## config.mk

```make
export PLATFORM = sky130hd
export DESIGN_NAME = keyed_mapping_table
export DESIGN_NICKNAME = d
export VERILOG_FILES = /design/src/rtl/kmt_pkg.sv /design/src/rtl/kmt_ram.sv /design/src/rtl/kmt_ctrl.sv /design/src/rtl/kmt_dpath.sv /design/src/rtl/keyed_mapping_table.sv
export SDC_FILE = /design/constraint.sdc
export NUM_CORES = 2
export LEC_CHECK = 0
export CORE_UTILIZATION = 63
export DETAILED_ROUTE_END_ITERATION = 6
export DONT_BUFFER_PORTS = 1
export PLACE_DENSITY = 0.82
export SYNTH_ARGS = -nofsm -noshare
export SYNTH_HDL_FRONTEND = slang
export SYNTH_SLANG_ARGS = --single-unit
```

## constraint.sdc

```tcl
create_clock -name clk -period 7 [get_ports clk]
set_input_delay 1.4 -clock clk [delete_from_list [all_inputs] [get_ports clk]]
set_output_delay 1.4 -clock clk [all_outputs]
set_load 0.005 [all_outputs]
```

## src/rtl/kmt_pkg.sv

```systemverilog
// shared types, codes and helpers of the keyed mapping table
package kmt_pkg;

    // default table size and fixed field widths
    localparam int TABLE_DEPTH_DEF = 32;
    localparam int CNT_OUT_W       = 6;
    localparam logic [15:0] DEFAULT_CURVE = 16'd16384;

    // operation codes
    localparam logic [2:0] OP_SET_TARGET = 3'd0;
    localparam logic [2:0] OP_SET_CURVE  = 3'd1;
    localparam logic [2:0] OP_DELETE     = 3'd2;
    localparam logic [2:0] OP_CLEAR_PORT = 3'd3;
    localparam logic [2:0] OP_FIND       = 3'd4;
    localparam logic [2:0] OP_READ_INDEX = 3'd5;
    localparam logic [2:0] OP_CLEAR_ALL  = 3'd6;

    // action types
    localparam logic [2:0] ACT_NONE       = 3'd0;
    localparam logic [2:0] ACT_PITCH_BEND = 3'd3;
    localparam logic [2:0] ACT_MOD_WHEEL  = 3'd4;
    localparam logic [2:0] ACT_KEYBOARD   = 3'd5;

    // reply status codes
    localparam logic [1:0] ST_OK        = 2'd0;
    localparam logic [1:0] ST_NOT_FOUND = 2'd1;
    localparam logic [1:0] ST_FULL      = 2'd2;

    // result kinds
    localparam logic KIND_RELEASE = 1'b0;
    localparam logic KIND_REPLY   = 1'b1;

    // command beat
    typedef struct packed {
        logic [2:0]         opcode;
        logic [7:0]         row;
        logic [7:0]         col;
        logic [7:0]         param_id;
        logic [2:0]         action_type;
        logic [7:0]         data1;
        logic [7:0]         data2;
        logic signed [15:0] curve_word;
        logic [4:0]         entry_index;
    } cmd_t;

    // result beat
    typedef struct packed {
        logic                 kind;
        logic [2:0]           out_type;
        logic [7:0]           out_data1;
        logic [7:0]           out_data2;
        logic signed [15:0]   out_curve;
        logic                 found;
        logic [1:0]           status;
        logic [CNT_OUT_W-1:0] entry_count;
        logic                 last;
    } result_t;

    // one stored table slot
    typedef struct packed {
        logic [7:0]  row;
        logic [7:0]  col;
        logic [7:0]  param;
        logic [2:0]  etype;
        logic [7:0]  data1;
        logic [7:0]  data2;
        logic [15:0] curve;
    } entry_t;

    localparam int ENTRY_W = $bits(entry_t);

    // datapath commands issued by the controller
    typedef enum logic [3:0] {
        DP_NOP,
        DP_LOAD,
        DP_SCAN_KEY,
        DP_SCAN_CNT,
        DP_SCAN_REL,
        DP_APPLY,
        DP_MOVE_WR,
        DP_RD_IDX,
        DP_IDX_DONE,
        DP_PORT_SET,
        DP_PORT_RD,
        DP_PORT_CHK,
        DP_PORT_MOVE,
        DP_REPLY
    } dp_op_t;

    // datapath status seen by the controller
    typedef struct packed {
        logic [2:0] opcode;
        logic       scan_done;
        logic       hit;
        logic       port_more;
        logic       port_match;
    } status_t;

    // apply a new target to a slot, with the per-type byte rules
    function automatic entry_t fill_target(entry_t e, logic [2:0] t,
                                           logic [7:0] d1, logic [7:0] d2);
        entry_t r;
        r       = e;
        r.etype = t;
        r.data1 = d1;
        r.data2 = d2;
        priority if (t == ACT_PITCH_BEND)
            r.data2 = 8'd0;
        else if (t == ACT_MOD_WHEEL)
            r.data2 = 8'd1;
        else if (t == ACT_NONE || t > ACT_KEYBOARD)
        begin
            r.etype = ACT_NONE;
            r.data1 = 8'd0;
            r.data2 = 8'd0;
        end
        if (r.curve == 16'd0)
            r.curve = DEFAULT_CURVE;
        return r;
    endfunction

endpackage

```

## src/rtl/kmt_ram.sv

```systemverilog
// generic single write port ram with registered read
module kmt_ram #(
    parameter int WIDTH = 8,
    parameter int DEPTH = 32
) (
    input  logic                     clk,
    input  logic                     we,
    input  logic [$clog2(DEPTH)-1:0] waddr,
    input  logic [WIDTH-1:0]         wdata,
    input  logic [$clog2(DEPTH)-1:0] raddr,
    output logic [WIDTH-1:0]         rdata
);

    logic [WIDTH-1:0] mem_reg [DEPTH];
    logic [WIDTH-1:0] rdata_reg;

    // write port and registered read port
    always_ff @(posedge clk)
    begin
        if (we)
            mem_reg[waddr] <= wdata;
        rdata_reg <= mem_reg[raddr];
    end

    assign rdata = rdata_reg;

endmodule

```

## src/rtl/kmt_ctrl.sv

```systemverilog
// sequencing state machine of the keyed mapping table
module kmt_ctrl (
    input  logic             clk,
    input  logic             rst_n,
    input  logic             start,
    input  kmt_pkg::status_t stat,
    output kmt_pkg::dp_op_t  dp_op,
    output logic             busy
);
    import kmt_pkg::*;

    typedef enum logic [13:0] {
        S_IDLE      = 14'h0001,
        S_DISPATCH  = 14'h0002,
        S_SCAN_KEY  = 14'h0004,
        S_APPLY     = 14'h0008,
        S_MOVE_WR   = 14'h0010,
        S_RD_IDX    = 14'h0020,
        S_IDX_DONE  = 14'h0040,
        S_SCAN_CNT  = 14'h0080,
        S_PORT_SET  = 14'h0100,
        S_PORT_RD   = 14'h0200,
        S_PORT_CHK  = 14'h0400,
        S_PORT_MOVE = 14'h0800,
        S_SCAN_REL  = 14'h1000,
        S_REPLY     = 14'h2000
    } state_t;

    state_t state_reg, state_next;

    // state register
    always_ff @(posedge clk or negedge rst_n)
    begin
        if (!rst_n)
            state_reg <= S_IDLE;
        else
            state_reg <= state_next;
    end

    // next state and datapath command
    always_comb
    begin
        state_next = state_reg;
        dp_op      = DP_NOP;
        unique case (state_reg)
            S_IDLE:
            begin
                if (start)
                begin
                    dp_op      = DP_LOAD;
                    state_next = S_DISPATCH;
                end
            end
            S_DISPATCH:
            begin
                unique case (stat.opcode)
                    OP_SET_TARGET, OP_SET_CURVE, OP_DELETE, OP_FIND:
                        state_next = S_SCAN_KEY;
                    OP_CLEAR_PORT: state_next = S_SCAN_CNT;
                    OP_READ_INDEX: state_next = S_RD_IDX;
                    OP_CLEAR_ALL:  state_next = S_SCAN_REL;
                    default:       state_next = S_REPLY;
                endcase
            end
            S_SCAN_KEY:
            begin
                dp_op = DP_SCAN_KEY;
                if (stat.scan_done)
                    state_next = S_APPLY;
            end
            S_APPLY:
            begin
                dp_op = DP_APPLY;
                if (stat.opcode == OP_DELETE && stat.hit)
                    state_next = S_MOVE_WR;
                else
                    state_next = S_REPLY;
            end
            S_MOVE_WR:
            begin
                dp_op      = DP_MOVE_WR;
                state_next = S_REPLY;
            end
            S_RD_IDX:
            begin
                dp_op      = DP_RD_IDX;
                state_next = S_IDX_DONE;
            end
            S_IDX_DONE:
            begin
                dp_op      = DP_IDX_DONE;
                state_next = S_REPLY;
            end
            S_SCAN_CNT:
            begin
                dp_op = DP_SCAN_CNT;
                if (stat.scan_done)
                    state_next = S_PORT_SET;
            end
            S_PORT_SET:
            begin
                dp_op      = DP_PORT_SET;
                state_next = S_PORT_RD;
            end
            S_PORT_RD:
            begin
                dp_op = DP_PORT_RD;
                if (stat.port_more)
                    state_next = S_PORT_CHK;
                else
                    state_next = S_REPLY;
            end
            S_PORT_CHK:
            begin
                dp_op = DP_PORT_CHK;
                if (stat.port_match)
                    state_next = S_PORT_MOVE;
                else
                    state_next = S_PORT_RD;
            end
            S_PORT_MOVE:
            begin
                dp_op      = DP_PORT_MOVE;
                state_next = S_PORT_RD;
            end
            S_SCAN_REL:
            begin
                dp_op = DP_SCAN_REL;
                if (stat.scan_done)
                    state_next = S_REPLY;
            end
            S_REPLY:
            begin
                dp_op      = DP_REPLY;
                state_next = S_IDLE;
            end
            default: state_next = S_IDLE;
        endcase
    end

    assign busy = (state_reg != S_IDLE);

endmodule

```

## src/rtl/kmt_dpath.sv

```systemverilog
// slot store, scan pointer, bookkeeping and result register
module kmt_dpath #(
    parameter int TABLE_DEPTH = kmt_pkg::TABLE_DEPTH_DEF
) (
    input  logic             clk,
    input  logic             rst_n,
    input  kmt_pkg::dp_op_t  dp_op,
    input  kmt_pkg::cmd_t    cmd,
    output kmt_pkg::status_t stat,
    output logic             strobe,
    output kmt_pkg::result_t result
);
    import kmt_pkg::*;

    localparam int IDX_W = $clog2(TABLE_DEPTH);
    localparam int CNT_W = $clog2(TABLE_DEPTH + 1);
    localparam int CMP_W = (CNT_W > 5) ? CNT_W : 5;
    localparam logic [CNT_W-1:0] DEPTH_CNT = CNT_W'(TABLE_DEPTH);

    cmd_t             cmd_reg, cmd_next;
    logic [CNT_W-1:0] live_reg, live_next;
    logic [CNT_W-1:0] final_reg, final_next;
    logic [CNT_W-1:0] ptr_reg, ptr_next;
    logic             chk_vld_reg, chk_vld_next;
    logic [IDX_W-1:0] chk_idx_reg, chk_idx_next;
    logic             hit_reg, hit_next;
    logic [IDX_W-1:0] hit_idx_reg, hit_idx_next;
    entry_t           hit_ent_reg, hit_ent_next;
    logic [CNT_W-1:0] match_cnt_reg, match_cnt_next;
    logic             rep_vld_reg, rep_vld_next;
    entry_t           rep_ent_reg, rep_ent_next;
    logic [1:0]       status_reg, status_next;
    logic             strobe_reg, strobe_next;
    result_t          res_reg, res_next;

    logic               ram_we;
    logic [IDX_W-1:0]   ram_waddr;
    entry_t             ram_wdata;
    logic [IDX_W-1:0]   ram_raddr;
    logic [ENTRY_W-1:0] ram_rdata;
    entry_t             rd_ent;

    logic             more;
    logic             key_eq;
    logic             port_eq;
    logic             key_hit;
    logic             scan_end;
    logic             is_scan;
    logic             idx_ok;
    logic [CNT_W-1:0] live_m1;
    entry_t           new_base;
    entry_t           new_ent;
    entry_t           tgt_ent;
    entry_t           crv_ent;
    logic             rel_emit;
    entry_t           rel_ent;
    logic             rep_emit;

    // slot store
    kmt_ram #(
        .WIDTH (ENTRY_W),
        .DEPTH (TABLE_DEPTH)
    ) u_ram (
        .clk   (clk),
        .we    (ram_we),
        .waddr (ram_waddr),
        .wdata (ram_wdata),
        .raddr (ram_raddr),
        .rdata (ram_rdata)
    );

    assign rd_ent = entry_t'(ram_rdata);

    // key compares and scan bookkeeping
    assign more     = (ptr_reg < live_reg);
    assign key_eq   = (rd_ent.row == cmd_reg.row) && (rd_ent.col == cmd_reg.col)
                      && (rd_ent.param == cmd_reg.param_id);
    assign port_eq  = (rd_ent.row == cmd_reg.row) && (rd_ent.col == cmd_reg.col);
    assign key_hit  = (dp_op == DP_SCAN_KEY) && chk_vld_reg && key_eq;
    assign scan_end = !chk_vld_reg && !more;
    assign is_scan  = (dp_op == DP_SCAN_KEY) || (dp_op == DP_SCAN_CNT)
                      || (dp_op == DP_SCAN_REL);
    assign idx_ok   = (CMP_W'(cmd_reg.entry_index) < CMP_W'(live_reg));
    assign live_m1  = live_reg - 1'b1;

    // candidate slot contents
    always_comb
    begin
        new_base       = hit_ent_reg;
        new_base.row   = cmd_reg.row;
        new_base.col   = cmd_reg.col;
        new_base.param = cmd_reg.param_id;
        new_base.curve = DEFAULT_CURVE;
    end

    assign new_ent = fill_target(new_base, cmd_reg.action_type,
                                 cmd_reg.data1, cmd_reg.data2);
    assign tgt_ent = fill_target(hit_ent_reg, cmd_reg.action_type,
                                 cmd_reg.data1, cmd_reg.data2);

    always_comb
    begin
        crv_ent       = hit_ent_reg;
        crv_ent.curve = cmd_reg.curve_word;
    end

    // command execution
    always_comb
    begin
        cmd_next       = cmd_reg;
        live_next      = live_reg;
        final_next     = final_reg;
        ptr_next       = ptr_reg;
        chk_vld_next   = chk_vld_reg;
        chk_idx_next   = chk_idx_reg;
        hit_next       = hit_reg;
        hit_idx_next   = hit_idx_reg;
        hit_ent_next   = hit_ent_reg;
        match_cnt_next = match_cnt_reg;
        rep_vld_next   = rep_vld_reg;
        rep_ent_next   = rep_ent_reg;
        status_next    = status_reg;
        ram_we         = 1'b0;
        ram_waddr      = hit_idx_reg;
        ram_wdata      = rd_ent;
        ram_raddr      = ptr_reg[IDX_W-1:0];
        rel_emit       = 1'b0;
        rel_ent        = rd_ent;
        rep_emit       = 1'b0;

        // pipelined scan: address one slot, check the one read last cycle
        if (is_scan)
        begin
            if (more)
            begin
                ptr_next     = ptr_reg + 1'b1;
                chk_vld_next = 1'b1;
                chk_idx_next = ptr_reg[IDX_W-1:0];
            end
            else
                chk_vld_next = 1'b0;
        end

        unique case (dp_op)
            DP_NOP: ;
            DP_LOAD:
            begin
                cmd_next       = cmd;
                ptr_next       = '0;
                chk_vld_next   = 1'b0;
                hit_next       = 1'b0;
                match_cnt_next = '0;
                rep_vld_next   = 1'b0;
                status_next    = ST_OK;
                final_next     = (cmd.opcode == OP_CLEAR_ALL) ? '0 : live_reg;
            end
            DP_SCAN_KEY:
            begin
                if (key_hit)
                begin
                    hit_next     = 1'b1;
                    hit_idx_next = chk_idx_reg;
                    hit_ent_next = rd_ent;
                end
            end
            DP_SCAN_CNT:
            begin
                if (chk_vld_reg && port_eq)
                    match_cnt_next = match_cnt_reg + 1'b1;
            end
            DP_SCAN_REL:
            begin
                rel_emit = chk_vld_reg && (rd_ent.etype != ACT_NONE);
            end
            DP_APPLY:
            begin
                unique case (cmd_reg.opcode)
                    OP_SET_TARGET:
                    begin
                        priority if (hit_reg)
                        begin
                            rel_emit     = (hit_ent_reg.etype != ACT_NONE);
                            rel_ent      = hit_ent_reg;
                            ram_we       = 1'b1;
                            ram_wdata    = tgt_ent;
                            rep_vld_next = 1'b1;
                            rep_ent_next = tgt_ent;
                        end
                        else if (live_reg < DEPTH_CNT)
                        begin
                            ram_we       = 1'b1;
                            ram_waddr    = live_reg[IDX_W-1:0];
                            ram_wdata    = new_ent;
                            live_next    = live_reg + 1'b1;
                            final_next   = live_reg + 1'b1;
                            rep_vld_next = 1'b1;
                            rep_ent_next = new_ent;
                        end
                        else
                            status_next = ST_FULL;
                    end
                    OP_SET_CURVE:
                    begin
                        if (hit_reg)
                        begin
                            ram_we       = 1'b1;
                            ram_wdata    = crv_ent;
                            rep_vld_next = 1'b1;
                            rep_ent_next = crv_ent;
                        end
                        else
                            status_next = ST_NOT_FOUND;
                    end
                    OP_DELETE:
                    begin
                        if (hit_reg)
                        begin
                            rel_emit   = (hit_ent_reg.etype != ACT_NONE);
                            rel_ent    = hit_ent_reg;
                            ram_raddr  = live_m1[IDX_W-1:0];
                            final_next = live_m1;
                        end
                        else
                            status_next = ST_NOT_FOUND;
                    end
                    OP_FIND:
                    begin
                        if (hit_reg)
                        begin
                            rep_vld_next = 1'b1;
                            rep_ent_next = hit_ent_reg;
                        end
                        else
                            status_next = ST_NOT_FOUND;
                    end
                    default: ;
                endcase
            end
            DP_MOVE_WR:
            begin
                // last slot moves into the freed one
                ram_we    = 1'b1;
                live_next = live_m1;
            end
            DP_RD_IDX:
            begin
                ram_raddr = IDX_W'(cmd_reg.entry_index);
            end
            DP_IDX_DONE:
            begin
                if (idx_ok)
                begin
                    hit_next     = 1'b1;
                    rep_vld_next = 1'b1;
                    rep_ent_next = rd_ent;
                end
                else
                    status_next = ST_NOT_FOUND;
            end
            DP_PORT_SET:
            begin
                final_next  = live_reg - match_cnt_reg;
                ptr_next    = '0;
                status_next = ST_NOT_FOUND;
            end
            DP_PORT_RD: ;
            DP_PORT_CHK:
            begin
                if (port_eq)
                begin
                    rel_emit    = (rd_ent.etype != ACT_NONE);
                    hit_next    = 1'b1;
                    status_next = ST_OK;
                    ram_raddr   = live_m1[IDX_W-1:0];
                end
                else
                    ptr_next = ptr_reg + 1'b1;
            end
            DP_PORT_MOVE:
            begin
                // same slot is checked again after the move
                ram_we    = 1'b1;
                ram_waddr = ptr_reg[IDX_W-1:0];
                live_next = live_m1;
            end
            DP_REPLY:
            begin
                rep_emit = 1'b1;
                if (cmd_reg.opcode == OP_CLEAR_ALL)
                    live_next = '0;
            end
            default: ;
        endcase
    end

    // result beat assembly
    always_comb
    begin
        res_next    = res_reg;
        strobe_next = rel_emit || rep_emit;
        if (rep_emit)
        begin
            res_next.kind        = KIND_REPLY;
            res_next.out_type    = rep_vld_reg ? rep_ent_reg.etype : ACT_NONE;
            res_next.out_data1   = rep_vld_reg ? rep_ent_reg.data1 : 8'd0;
            res_next.out_data2   = rep_vld_reg ? rep_ent_reg.data2 : 8'd0;
            res_next.out_curve   = rep_vld_reg ? rep_ent_reg.curve : 16'd0;
            res_next.found       = hit_reg;
            res_next.status      = status_reg;
            res_next.entry_count = CNT_OUT_W'(final_next);
            res_next.last        = 1'b1;
        end
        else if (rel_emit)
        begin
            res_next.kind        = KIND_RELEASE;
            res_next.out_type    = rel_ent.etype;
            res_next.out_data1   = rel_ent.data1;
            res_next.out_data2   = rel_ent.data2;
            res_next.out_curve   = 16'sd0;
            res_next.found       = 1'b0;
            res_next.status      = ST_OK;
            res_next.entry_count = CNT_OUT_W'(final_next);
            res_next.last        = 1'b0;
        end
    end

    // control registers
    always_ff @(posedge clk or negedge rst_n)
    begin
        if (!rst_n)
        begin
            live_reg    <= '0;
            chk_vld_reg <= 1'b0;
            strobe_reg  <= 1'b0;
        end
        else
        begin
            live_reg    <= live_next;
            chk_vld_reg <= chk_vld_next;
            strobe_reg  <= strobe_next;
        end
    end

    // working and payload registers
    always_ff @(posedge clk)
    begin
        cmd_reg       <= cmd_next;
        final_reg     <= final_next;
        ptr_reg       <= ptr_next;
        chk_idx_reg   <= chk_idx_next;
        hit_reg       <= hit_next;
        hit_idx_reg   <= hit_idx_next;
        hit_ent_reg   <= hit_ent_next;
        match_cnt_reg <= match_cnt_next;
        rep_vld_reg   <= rep_vld_next;
        rep_ent_reg   <= rep_ent_next;
        status_reg    <= status_next;
        res_reg       <= res_next;
    end

    // status towards the controller
    assign stat.opcode     = cmd_reg.opcode;
    assign stat.scan_done  = scan_end || key_hit;
    assign stat.hit        = hit_reg;
    assign stat.port_more  = more;
    assign stat.port_match = port_eq;

    assign strobe = strobe_reg;
    assign result = res_reg;

`ifndef SYNTH
    // live count never exceeds the table
    assert property (@(posedge clk) disable iff (!rst_n) live_reg <= DEPTH_CNT)
        else $error("live count beyond table depth");

    // live count moves by one, or drops to empty
    assert property (@(posedge clk) disable iff (!rst_n)
        (live_reg == $past(live_reg)) || (live_reg == $past(live_reg) + 1)
        || (live_reg == $past(live_reg) - 1) || (live_reg == 0))
        else $error("live count jumped");

    // only the reply beat is marked last
    assert property (@(posedge clk) disable iff (!rst_n)
        strobe_reg |-> (res_reg.kind == res_reg.last))
        else $error("kind and last disagree");

    // release beats carry no curve, found or status
    assert property (@(posedge clk) disable iff (!rst_n)
        (strobe_reg && (res_reg.kind == KIND_RELEASE)) |->
        ((res_reg.out_curve == 16'sd0) && !res_reg.found && (res_reg.status == ST_OK)))
        else $error("release beat with reply fields");
`endif

endmodule

```

## src/rtl/keyed_mapping_table.sv

```systemverilog
// Keyed mapping table: up to TABLE_DEPTH entries keyed by row, column and parameter
// id, held in one single-port-write RAM and searched by a linear scan that reads
// one slot per cycle. A command is taken when start is high and busy is low;
// busy stays high until the final reply has been launched. Each result beat is
// shown on result for one cycle with strobe high and cannot be held off. Release
// beats for removed or overwritten entries come first, the reply (last set)
// always comes last. Set target, set curve, delete and find stop the scan at the
// first match; clear port first counts the matching slots, then walks the table,
// moving the last slot into each removed one. There is no clearing pass after
// reset.
module keyed_mapping_table #(
    parameter int TABLE_DEPTH = kmt_pkg::TABLE_DEPTH_DEF
) (
    input  logic             clk,
    input  logic             rst_n,
    input  logic             start,
    output logic             busy,
    input  kmt_pkg::cmd_t    cmd,
    output logic             strobe,
    output kmt_pkg::result_t result
);
    import kmt_pkg::*;

    dp_op_t  dp_op;
    status_t stat;

    // sequencer
    kmt_ctrl u_ctrl (
        .clk   (clk),
        .rst_n (rst_n),
        .start (start),
        .stat  (stat),
        .dp_op (dp_op),
        .busy  (busy)
    );

    // table store and result register
    kmt_dpath #(
        .TABLE_DEPTH (TABLE_DEPTH)
    ) u_dpath (
        .clk    (clk),
        .rst_n  (rst_n),
        .dp_op  (dp_op),
        .cmd    (cmd),
        .stat   (stat),
        .strobe (strobe),
        .result (result)
    );

endmodule
```

==> flow_summary.json <==
{
  "skew_ns": 0.0412,
  "yosysMostFrequentCell": "edfxtp_1",
  "ant_nets": 0,
  "yosys.cell_types.count": 81,
  "maxSlewHeadroom_pct": 2.17,
  "syn-num-nets": 6471,
  "period_minus_slack_ns": 5.64,
  "crit_start": "u_ctrl.state_reg[12]",
  "hold_buffers": 0,
  "clock_sinks": 2207,
  "tightest_slew_ns": 1.47,
  "synth_area_sq_um": 87800,
  "avgSynthCellArea_sq_um": 13.8,
  "status": "complete, but fails checks",
  "ctsResizeCount": 0,
  "cp_top_family": "simple AND/OR/NAND/NOR gates",
  "r2r-start": "u_ctrl.state_reg[12]",
  "period_share_pct": 80.6,
  "hold_path.class": "primary input to asynchronous set/reset pin",
  "synth_top_area_share_pct": 72.2,
  "grt_pass1_wl_um": 354000,
  "yosys_warnings": 0,
  "critPathLaunchType": "register",
  "critPathRequiredTime_ns": 7.52,
  "chipHeight_um": 375,
  "firstDrtPassIters": 7,
  "antenna_found_initial": 20,
  "cts_buffers": 205,
  "drive_gt1_share_pct": 8.00,
  "worst_setup_path_end_kind": "register",
  "utilization_pct": 70.3,
  "dp_hpwl_um": 126000,
  "h-tree-depth": 4,
  "clockRootBuffer": "clkbuf_16",
  "path_clk_slew_ns": 0.07,
  "largest_register_ffs": 1888,
  "wl_met1_um": 81900,
  "wl_met3_um": 37700,
  "yosysTopAreaCell": "edfxtp_1",
  "routed_wl_um": 245000,
  "netlist_top_cells_count": "2113 x edfxtp_1, 1276 x nand2_1, 379 x nand3_1, 370 x and3_1, 353 x a211oi_1",
  "viasPerCell": 7.06,
  "routedWlPerCell_um": 29.7,
  "grt_usage_pct": 34.3,
  "wl_met2_um": 112000,
  "die_x_um": 375,
  "postCtsSetupBuffers": 0,
  "crit_arrival_ns": 6.16,
  "clk_latency_ns": 0.86,
  "cts_tree": "done",
  "ys_ff_latch": 2207,
  "rsz0062_at_grt": "false",
  "path_class": "register to register",
  "p_leak_uw": 0.0318,
  "drt_iter0_drc": 10641,
  "grt_pass1_vias": 55662,
  "overflow": 0,
  "ys_seq_area_share_pct": 74.5,
  "worst-path-buf-inv": 1,
  "core_area_sq_um": 138000,
  "cpMaxStageDelayCell": "nor2_4",
  "portBuffers": 0,
  "path_cells": "nor4_1 > and4_1 > a21oi_1 > nor2_1 > nor2b_1 > a221oi_1 > nand3_1 > nor2_4 > buf_4",
  "vias": 58292,
  "num-fill-cells": 8108,
  "fmax_ghz": 0.177,
  "num_io_pins": 118,
  "rows": 136,
  "dieArea_sq_um": 141000,
  "tns_ns": 0,
  "slew_viol_final": 0,
  "nets": 6362,
  "clockBufferDepth": 3,
  "crit_fanout": 19,
  "synth_area_leaders": "edfxtp_1 72%, nand2_1 5.5%, a211oi_1 3.0%",
  "cellPowerDensity_nw_per_um2": 321,
  "synth-edff-count": 2113,
  "violations": "design-rule violations",
  "grt_start_max_net_pins": 260,
  "gp_congestion": 0.923,
  "cap_violations": 0,
  "finalSetupViolations": 0,
  "crit_path_max_incr_delay_ns": 0.99,
  "synthArstFlopShare_pct": 0.997,
  "drc": 1,
  "final_hold_viol_count": 0,
  "syn2layout_area_growth_pct": 10.3,
  "yosys_most_used_dff": "edfxtp_1",
  "top_layer": "met5",
  "syn_inst": 6382,
  "start_util_pct": 63.7,
  "ir_drop_mv": 0.282
}
-- cells in the final DEF, fill, tap and decap left out, drive strengths merged, types with 18 or more instances in the layout --
| cell type | Yosys | routed |
|---|---|---|
| and3 | 370 | 370 |
| xor2 | 30 | 30 |
| nand3 | 379 | 379 |
| a22oi | 44 | 44 |
| o21ai | 217 | 217 |
| a21oi | 72 | 72 |
| dfrtp | 21 | 21 |
| buf | 104 | 133 |
| a221oi | 24 | 24 |
| clkinv | 1 | 53 |
| o22ai | 25 | 25 |
| clkbuf | 345 | 297 |
| nand4 | 128 | 128 |
| a211oi | 353 | 353 |
| a31oi | 122 | 122 |
| dfxtp | 72 | 72 |
| inv | 28 | 38 |
| mux2i | 89 | 89 |
| ha | 18 | 18 |
| nor2 | 156 | 156 |
| nand2 | 1276 | 1276 |
| nor4 | 25 | 25 |
| a32oi | 80 | 80 |
| edfxtp | 2113 | 2113 |
| o221ai | 61 | 61 |
| nor3 | 75 | 75 |
-- cell families (layout without fill, tap and decap cells) --
kind of cell,count (synthesis),in the layout,share of synthesized area (%)
adder cells (fa/ha/maj),19,19,0.279
buffers and inverters,478,544,2.18
AO/OA/AOI/OAI,1071,1071,8.50
other,0,9,0
XOR/XNOR,42,42,0.419
multiplexers,91,91,1.04
flip-flops,2207,2207,74.5
AND/OR/NAND/NOR,2474,2474,13.1
-- worst register-to-register path: cells and delay by family (launching register included) --
family / cells / cell delay, ns
AO/OA/AOI/OAI: 2 / 0.93
buffers and inverters: 1 / 0.47
AND/OR/NAND/NOR: 6 / 3.44
flip-flops: 1 / 0.48
-- metrics by stage --
| stage | hold slack, ns | power [uW] | setup WS [ns] | area (sq um) | std cells |
|---|---|---|---|---|---|
| after detailed placement | 0.406 | 20100 | 1.68 | 90200 | 7860 |
| final | 0.248 | 31100 | 1.36 | 96900 | 8251 |
| after CTS | 0.200 | 31000 | 1.60 | 96900 | 8242 |
| after floorplan | 0.400 | 18700 | 1.27 | 87800 | 6382 |
| after global placement | 0.402 | 19900 | 1.76 | 90200 | 7860 |
| after global routing | 0.235 | 31800 | 1.20 | 96900 | 8249 |
-- per-layer routing --
layer / track usage [%] / up-vias
met4: 17.6 / 20
met2: 52.4 / 5121
met1: 45.2 / 27997
met3: 9.72 / 947
li1: - / 24207
met5: 0 / -
-- area by class of cell --
class / count / area, sq um / share of cell area (%)
Clock inverter: 85 / 917 / 0.946
Timing Repair Buffer: 133 / 1510 / 1.56
Sequential cell: 2207 / 65400 / 67.5
Inverter: 29 / 111 / 0.115
Antenna cell: 9 / 22.5 / 0.0232
Multi-Input combinational cell: 3697 / 20900 / 21.6
Clock buffer: 297 / 5750 / 5.93
Tap cell: 1794 / 2240 / 2.32
-- final timing paths --
kind,to,slack (ns),cells after the start
setup reg to reg,u_dpath.u_ram.mem_reg[18][45],1.36,9
hold / removal,u_ctrl.state_reg[8],0.25,0
hold reg to reg,u_dpath.hit_idx_reg[4],0.43,0
max in group asynchronous,u_ctrl.state_reg[0],6.58,0
min in group clk,u_dpath.hit_idx_reg[4],0.43,0
setup / recovery,u_dpath.u_ram.mem_reg[18][45],1.36,9
-- where the power goes --
group / switching [uW] / internal, uW
Combinational: 2740 / 811
Sequential: 442 / 16000
Clock: 4820 / 6270
(Power assumes the default switching activity.)
